File: src/rtl/kct_pkg.sv
`timescale 1ns / 1ps
`default_nettype none
// ----------------------------------------------------------------------------
// kct_pkg: shared types and constants for the keyed count table
// Table geometry, key and count types, operation codes and the table write
// request that passes between the sequencer and the storage.
// ----------------------------------------------------------------------------
package kct_pkg;

    localparam int TABLE_ENTRIES = 16;
    localparam int KEY_BITS      = 16;
    localparam int COUNT_BITS    = 16;

    localparam int IN_KEY_BITS   = 16;
    localparam int AMOUNT_BITS   = 16;
    localparam int OUT_CNT_BITS  = 16;

    localparam int IDX_BITS = (TABLE_ENTRIES > 1) ? $clog2(TABLE_ENTRIES) : 1;
    localparam int SUM_BITS = ((COUNT_BITS > AMOUNT_BITS) ? COUNT_BITS : AMOUNT_BITS) + 1;

    localparam logic [IDX_BITS-1:0] LAST_IDX = IDX_BITS'(TABLE_ENTRIES - 1);

    typedef logic [KEY_BITS-1:0]    t_key;
    typedef logic [COUNT_BITS-1:0]  t_cnt;
    typedef logic [IDX_BITS-1:0]    t_idx;
    typedef logic [AMOUNT_BITS-1:0] t_amount;
    typedef logic [SUM_BITS-1:0]    t_sum;

    typedef enum logic [1:0] {
        MODE_ADD    = 2'd0,
        MODE_REMOVE = 2'd1,
        MODE_LOOKUP = 2'd2
    } t_mode;

    typedef enum logic [1:0] {
        S_IDLE,
        S_SCAN,
        S_EXEC
    } t_state;

    typedef struct packed {
        logic en;
        logic used;
        t_idx addr;
        t_key key;
        t_cnt cnt;
    } t_tbl_wr;

    function automatic t_key key_of(input logic [IN_KEY_BITS-1:0] k);
        t_key r;
        for (int i = 0; i < KEY_BITS; i++) begin
            r[i] = (i < IN_KEY_BITS) ? k[i] : 1'b0;
        end
        return r;
    endfunction

    function automatic logic [OUT_CNT_BITS-1:0] cnt_out(input t_cnt c);
        logic [OUT_CNT_BITS-1:0] r;
        for (int i = 0; i < OUT_CNT_BITS; i++) begin
            r[i] = (i < COUNT_BITS) ? c[i] : 1'b0;
        end
        return r;
    endfunction

endpackage
`default_nettype wire

File: src/rtl/keyed_count_table_core.sv
`timescale 1ns / 1ps
`default_nettype none
// ----------------------------------------------------------------------------
// keyed_count_table_core: table of unique keys with saturating counts
// Add, remove and lookup requests on a small associative count table.
// ----------------------------------------------------------------------------
// One request is taken at a time; o_in_stall is high from acceptance until the
// result has been placed in the output register. A request with key 0 or an
// unused mode skips the scan and goes straight to the write-back step.
// Otherwise a single key comparator walks the slots one per cycle, stopping
// at the first match or after the last slot. The write-back step reads the
// slot, runs the count update unit and, where the request changes the slot,
// writes it back. A pending result in the output register does not block the
// next request, only the write-back step.
module keyed_count_table_core (
    input  wire logic        i_clk,
    input  wire logic        i_rst_n,
    input  wire logic        i_in_valid,
    output logic             o_in_stall,
    input  wire logic [1:0]  i_mode,
    input  wire logic [15:0] i_item_key,
    input  wire logic [15:0] i_amount,
    output logic             o_out_valid,
    input  wire logic        i_out_stall,
    output logic             o_ok,
    output logic [15:0]      o_count_after
);
    import kct_pkg::*;

    t_state  r_state, n_state;
    t_mode   r_mode, n_mode;
    t_key    r_key, n_key;
    t_amount r_amount, n_amount;
    logic    r_skip, n_skip;
    t_idx    r_idx, n_idx;
    logic    r_found, n_found;
    t_idx    r_hit, n_hit;
    logic    r_free_ok, n_free_ok;
    t_idx    r_free, n_free;
    logic    r_out_valid, n_out_valid;
    logic    r_ok, n_ok;
    logic [OUT_CNT_BITS-1:0] r_cnt, n_cnt;

    t_idx    w_rd_addr;
    logic    w_rd_used;
    t_key    w_rd_key;
    t_cnt    w_rd_cnt;
    t_tbl_wr w_wr;
    t_cnt    w_alu_in;
    t_cnt    w_alu_cnt;
    logic    w_alu_empty;
    logic    w_accept;
    logic    w_out_free;
    logic    w_hit;

    kct_table u_table (
        .i_clk     (i_clk),
        .i_rst_n   (i_rst_n),
        .i_rd_addr (w_rd_addr),
        .i_wr      (w_wr),
        .o_rd_used (w_rd_used),
        .o_rd_key  (w_rd_key),
        .o_rd_cnt  (w_rd_cnt)
    );

    kct_alu u_alu (
        .i_remove (r_mode == MODE_REMOVE),
        .i_cnt    (w_alu_in),
        .i_amount (r_amount),
        .o_cnt    (w_alu_cnt),
        .o_empty  (w_alu_empty)
    );

    assign o_in_stall    = (r_state != S_IDLE);
    assign w_accept      = i_in_valid && (r_state == S_IDLE);
    assign w_out_free    = !r_out_valid || !i_out_stall;
    assign o_out_valid   = r_out_valid;
    assign o_ok          = r_ok;
    assign o_count_after = r_cnt;

    assign w_rd_addr = (r_state == S_SCAN) ? r_idx : (r_found ? r_hit : r_free);
    assign w_hit     = w_rd_used && (w_rd_key == r_key);
    assign w_alu_in  = r_found ? w_rd_cnt : '0;

    always_ff @(posedge i_clk) begin
        if (!i_rst_n) begin
            r_state     <= S_IDLE;
            r_out_valid <= 1'b0;
        end else begin
            r_state     <= n_state;
            r_out_valid <= n_out_valid;
        end
    end

    always_ff @(posedge i_clk) begin
        r_mode    <= n_mode;
        r_key     <= n_key;
        r_amount  <= n_amount;
        r_skip    <= n_skip;
        r_idx     <= n_idx;
        r_found   <= n_found;
        r_hit     <= n_hit;
        r_free_ok <= n_free_ok;
        r_free    <= n_free;
        r_ok      <= n_ok;
        r_cnt     <= n_cnt;
    end

    always_comb begin
        n_state     = r_state;
        n_mode      = r_mode;
        n_key       = r_key;
        n_amount    = r_amount;
        n_skip      = r_skip;
        n_idx       = r_idx;
        n_found     = r_found;
        n_hit       = r_hit;
        n_free_ok   = r_free_ok;
        n_free      = r_free;
        n_out_valid = r_out_valid && i_out_stall;
        n_ok        = r_ok;
        n_cnt       = r_cnt;
        w_wr        = '0;
        w_wr.key    = r_key;
        w_wr.cnt    = w_alu_cnt;

        unique case (r_state)
            S_IDLE: begin
                if (w_accept) begin
                    n_key     = key_of(i_item_key);
                    n_amount  = i_amount;
                    n_mode    = t_mode'(i_mode);
                    n_skip    = (key_of(i_item_key) == '0) || (i_mode > MODE_LOOKUP);
                    n_idx     = '0;
                    n_found   = 1'b0;
                    n_free_ok = 1'b0;
                    n_state   = n_skip ? S_EXEC : S_SCAN;
                end
            end
            S_SCAN: begin
                if (!w_rd_used && !r_free_ok) begin
                    n_free_ok = 1'b1;
                    n_free    = r_idx;
                end
                if (w_hit) begin
                    n_found = 1'b1;
                    n_hit   = r_idx;
                    n_state = S_EXEC;
                end else if (r_idx == LAST_IDX) begin
                    n_state = S_EXEC;
                end else begin
                    n_idx = r_idx + 1'b1;
                end
            end
            S_EXEC: begin
                if (w_out_free) begin
                    n_state     = S_IDLE;
                    n_out_valid = 1'b1;
                    n_ok        = 1'b0;
                    n_cnt       = '0;
                    if (!r_skip) begin
                        unique case (r_mode)
                            MODE_ADD: begin
                                if (r_found || r_free_ok) begin
                                    w_wr.en   = 1'b1;
                                    w_wr.used = 1'b1;
                                    w_wr.addr = r_found ? r_hit : r_free;
                                    n_ok      = 1'b1;
                                    n_cnt     = cnt_out(w_alu_cnt);
                                end
                            end
                            MODE_REMOVE: begin
                                if (r_found) begin
                                    w_wr.en   = 1'b1;
                                    w_wr.used = !w_alu_empty;
                                    w_wr.addr = r_hit;
                                    n_ok      = 1'b1;
                                    n_cnt     = cnt_out(w_alu_cnt);
                                end
                            end
                            MODE_LOOKUP: begin
                                if (r_found) begin
                                    n_ok  = 1'b1;
                                    n_cnt = cnt_out(w_rd_cnt);
                                end
                            end
                            default: begin
                                n_ok = 1'b0;
                            end
                        endcase
                    end
                end
            end
            default: begin
                n_state = S_IDLE;
            end
        endcase
    end

    a_wr_only_exec: assert property (@(posedge i_clk) disable iff (!i_rst_n)
        w_wr.en |-> (r_state == S_EXEC && !r_skip))
        else $error("table write outside write-back step");

    a_result_from_exec: assert property (@(posedge i_clk) disable iff (!i_rst_n)
        $rose(o_out_valid) |-> $past(r_state) == S_EXEC)
        else $error("result appeared without a write-back step");

    a_fail_zero: assert property (@(posedge i_clk) disable iff (!i_rst_n)
        (o_out_valid && !o_ok) |-> (o_count_after == '0))
        else $error("failed request carries a nonzero count");

    a_lookup_no_write: assert property (@(posedge i_clk) disable iff (!i_rst_n)
        (r_state == S_EXEC && r_mode == MODE_LOOKUP) |-> !w_wr.en)
        else $error("lookup modified the table");

    a_new_slot_free: assert property (@(posedge i_clk) disable iff (!i_rst_n)
        (w_wr.en && w_wr.used && !r_found) |-> !w_rd_used)
        else $error("new key placed in a used slot");

endmodule
`default_nettype wire

File: src/rtl/kct_table.sv
`timescale 1ns / 1ps
`default_nettype none
// ----------------------------------------------------------------------------
// kct_table: slot storage
// Per-slot used flags cleared by reset, plus key and count registers that are
// written on demand. One read address, one write request per cycle.
// ----------------------------------------------------------------------------
module kct_table (
    input  wire logic            i_clk,
    input  wire logic            i_rst_n,
    input  wire kct_pkg::t_idx   i_rd_addr,
    input  wire kct_pkg::t_tbl_wr i_wr,
    output logic                 o_rd_used,
    output kct_pkg::t_key        o_rd_key,
    output kct_pkg::t_cnt        o_rd_cnt
);
    import kct_pkg::*;

    logic [TABLE_ENTRIES-1:0] r_used;
    t_key                     r_key [TABLE_ENTRIES];
    t_cnt                     r_cnt [TABLE_ENTRIES];

    always_ff @(posedge i_clk) begin
        if (!i_rst_n) begin
            r_used <= '0;
        end else if (i_wr.en) begin
            r_used[i_wr.addr] <= i_wr.used;
        end
    end

    always_ff @(posedge i_clk) begin
        if (i_wr.en) begin
            r_key[i_wr.addr] <= i_wr.key;
            r_cnt[i_wr.addr] <= i_wr.cnt;
        end
    end

    assign o_rd_used = r_used[i_rd_addr];
    assign o_rd_key  = r_key[i_rd_addr];
    assign o_rd_cnt  = r_cnt[i_rd_addr];

endmodule
`default_nettype wire

File: src/rtl/kct_alu.sv
`timescale 1ns / 1ps
`default_nettype none
// ----------------------------------------------------------------------------
// kct_alu: count update unit
// Saturating add of the amount, or subtract of max(amount,1) with a flag
// that tells when the count drops to zero or below.
// ----------------------------------------------------------------------------
module kct_alu (
    input  wire logic             i_remove,
    input  wire kct_pkg::t_cnt    i_cnt,
    input  wire kct_pkg::t_amount i_amount,
    output kct_pkg::t_cnt         o_cnt,
    output logic                  o_empty
);
    import kct_pkg::*;

    localparam t_sum COUNT_MAX = SUM_BITS'({COUNT_BITS{1'b1}});

    t_sum w_cnt;
    t_sum w_amt;
    t_sum w_take;
    t_sum w_sum;
    t_sum w_diff;

    always_comb begin
        w_cnt  = SUM_BITS'(i_cnt);
        w_amt  = SUM_BITS'(i_amount);
        w_take = (i_amount == '0) ? SUM_BITS'(1) : w_amt;
        w_sum  = w_cnt + w_amt;
        w_diff = w_cnt - w_take;
        if (i_remove) begin
            o_empty = (w_cnt <= w_take);
            o_cnt   = o_empty ? '0 : COUNT_BITS'(w_diff);
        end else begin
            o_empty = 1'b0;
            o_cnt   = (w_sum > COUNT_MAX) ? COUNT_BITS'(COUNT_MAX) : COUNT_BITS'(w_sum);
        end
    end

endmodule
`default_nettype wire

File: config.mk
export PLATFORM = sky130hd
export DESIGN_NAME = keyed_count_table_core
export DESIGN_NICKNAME = d
export VERILOG_FILES = /design/src/rtl/kct_pkg.sv /design/src/rtl/keyed_count_table_core.sv /design/src/rtl/kct_table.sv /design/src/rtl/kct_alu.sv
export SDC_FILE = /design/constraint.sdc
export NUM_CORES = 1
export LEC_CHECK = 0
export BUFFER_PORTS_ARGS = -buffer_cell sky130_fd_sc_hd__buf_2
export CAP_MARGIN = 20
export CORE_MARGIN = 5
export CORE_UTILIZATION = 30
export CTS_CLUSTER_DIAMETER = 40
export DETAILED_ROUTE_END_ITERATION = 10
export SYNTH_ARGS = -nofsm -noshare
export SYNTH_HDL_FRONTEND = slang
export SYNTH_HIERARCHICAL = 1
export SYNTH_SLANG_ARGS = --single-unit
File: constraint.sdc
create_clock -name i_clk -period 10.4 [get_ports i_clk]
set_input_delay 1.56 -clock i_clk [delete_from_list [all_inputs] [get_ports i_clk]]
set_output_delay 1.56 -clock i_clk [all_outputs]
set_load 0.005 [all_outputs]
==> reports/metrics.cfg <==
[power_and_ir_drop]
ir_worst_vdd_mv = 0.126
power_leakage_nw = 9.42
p_per_area_mw_per_mm2 = 230

[yosys]
synth-edff-count = 578
syn_inst = 1390
synthTopCellsByCount = edfxtp_1, mux4_2, a22oi_1, nor2_1, nand2_1
ys_warn_count = 6
ys_top_cells_by_area = edfxtp_1, mux4_2, a22oi_1
yosysMostFrequentCell = edfxtp_1
async_reset_ff_share_pct = 0
yosys_register_bits = 597
syn_area_per_cell_um2 = 17.9
yosysTopAreaCell = edfxtp_1
synth_fp_nets = 1467
synth.cell_area_mm2 = 0.0249
ys_seq_area_share_pct = 71.3
synth_cell_type_count = 66
yosys_most_used_dff = edfxtp_1
synth_top_area_share_pct = 69.8

[sta]
setup-violations-final = 0
fmax_mhz = 145
timing.final.ws_setup_ps = 3510
fin_tns_setup_ps = 0
rsz0062_at_grt = no
min_period_ps = 6890
hold-worst-slack_ps = 480
hold_viol_final = 0
skew_ps = 16.2
worstMarginPinSlew_ps = 1080
drv_slew = 0
slew_headroom_pct = 27.9
final.period_utilization_pct = 66.2

[global_route]
grt_pass1_vias = 13694
grt_usage_pct = 13.8
grt_max_degree = 60
grt_pass1_wl_um = 92000
antenna_found_initial = 3
grt-ovfl-total = 0

[clocking]
post-cts-setup-buffers = 0
h-tree-depth = 3
cts-buffers-inserted = 72
tritoncts = yes
cts-hold-fix-buffers = 0
cts_root_buf = clkbuf_16
cts_resized = 0
clk_path_buf_depth = 3
clk_latency_ps = 620
cts_sinks = 597
clk_pin_slew_worst_paths_ps = 60

[worst_hold_path]
hold_class = reg2reg

[floorplanning]
rows = 105
die_area_mm2 = 0.0888
die_y_um = 298
io_pins = 57
initial_utilization_pct = 30.3
die_w_um = 298
design.core.area_mm2 = 0.0821

[setup_path]
crit_arrival_ps = 7430
startpoint_type = flip-flop
critical_path_class = reg2reg
crit_path_end_kind = flip-flop
crit_fanout = 59
cp_data_required_time_ps = 10940

[status]
status = finished, final reports clean

[routing]
drt_iter0_drc = 1454
viasPerCell = 5.20
drtPass1Iterations = 5
wl_per_cell_um = 23.7
finalWirelength_um = 62400
routed-via-count = 13652
detail-route-antenna-nets = 0
drc = 0

[flow_run]
cap_violations = 0

[layout]
nets = 1577
layout-drive-gt1-share_pct = 24.7
area_delta_synth_final_pct = 16.6
n_fill_cell = 7560

[place]
hpwl_um = 35200
port_buffers = 56
post-place-ws_ps = 3580
place.gp.congestion = 0.915

[state kept, by name, indices dropped and copies added, names as in the netlist]
signal and flops:
o_out_valid 1, r_found 1, r_free 4, o_ok 1, u_table/r_key 256, o_count_after 16, r_state 2, u_table/r_used 16
u_table/r_cnt 256, r_key 16, r_amount 16, r_mode 2, r_hit 4, r_idx 4, r_free_ok 1, r_skip 1
[report_power, final]
part / switching (mW) / internal (mW) / leakage [nW] / total (mW)
registers: 0.0495 / 2.87 / 5.39 / 2.92
logic: 0.822 / 0.510 / 2.91 / 1.33
clock network: 1.02 / 1.41 / 1.12 / 2.43
[metrics by stage]
stage	instances	power, mW	utilization (%)	cell area (um2)
3_5_place_dp	2486	4.27	32.4	26600
4_1_cts	2616	6.71	35.2	28900
3_3_place_gp	2485	4.25	32.4	26600
6_report	2627	6.68	35.3	29000
5_1_grt	2626	6.96	35.3	29000
2_1_floorplan	1390	3.88	-	24900
[worst paths after layout]
| check | endpoint | slack, ps | depth (start not counted) | from |
|---|---|---|---|---|
| hold reg to reg | u_table/r_used[4]$_SDFFE_PN0P_ | 480 | 2 | u_table/r_used[4]$_SDFFE_PN0P_ |
| hold / removal | u_table/r_used[4]$_SDFFE_PN0P_ | 480 | 2 | u_table/r_used[4]$_SDFFE_PN0P_ |
| setup / recovery | u_table/r_used[15]$_SDFFE_PN0P_ | 3510 | 20 | r_state[1]$_SDFFE_PN0P_ |
| setup reg to reg | u_table/r_used[15]$_SDFFE_PN0P_ | 3510 | 20 | r_state[1]$_SDFFE_PN0P_ |
[cell families after synthesis]
kind of cell | share of synthesized area (%)
adders and majority gates | 2.02
xor gates and xnor gates | 1.37
muxes | 12.0
DFF | 71.3
AOI/OAI and AO/OA | 6.43
buffers and inverters | 1.96
and+or+nand+nor | 4.89
[per-layer routing]
metal  GRT usage [%]  vias to the layer above  share of wire (%)
li1                -                     5891                  -
met1            19.6                     7091                 43
met2            21.4                      573                 46
met3            3.46                       95                8.4
met4            3.41                        2                1.9
met5               0                        -              0.016
[cells in the final DEF, fill, tap and decap left out, types with 24 or more instances in the layout]
cell type and instances:
a21oi_1 27, a22oi_1 83, buf_2 56, buf_4 45, clkbuf_16 73, edfxtp_1 578, ha_1 37, inv_1 37
mux4_2 132, nand2_1 56, nand3_1 24, nor2_1 54, o21ai_0 38, xor2_1 24
[layout make-up]
cell class / count / area, um2 / area share (%)
flip-flops and latches: 597 / 17700 / 61.1
multi-input cells: 690 / 6840 / 23.6
clock buffers: 81 / 1860 / 6.40
well taps: 1070 / 1340 / 4.62
repair buffers: 101 / 618 / 2.13
clock inverters: 49 / 474 / 1.63
inverters: 38 / 143 / 0.492
diodes: 1 / 2.50 / 0.00863
[worst max-delay path: stages, from the launching register on]
cell	delay, ps
dfxtp_1	360
nand2b_1	350
inv_1	330
nand2_1	170
o21ai_4	90
buf_4	460
buf_4	830
mux4_2	430
a22oi_1	180
nand2_1	90
and2_1	210
ha_1	340
and3_1	220
nand4_1	140
o221ai_1	450
o21ai_1	360
and2_1	330
o21ai_0	190
nor2b_1	870
nand4_1	210
a21boi_0	200
(Power assumes the default switching activity.)
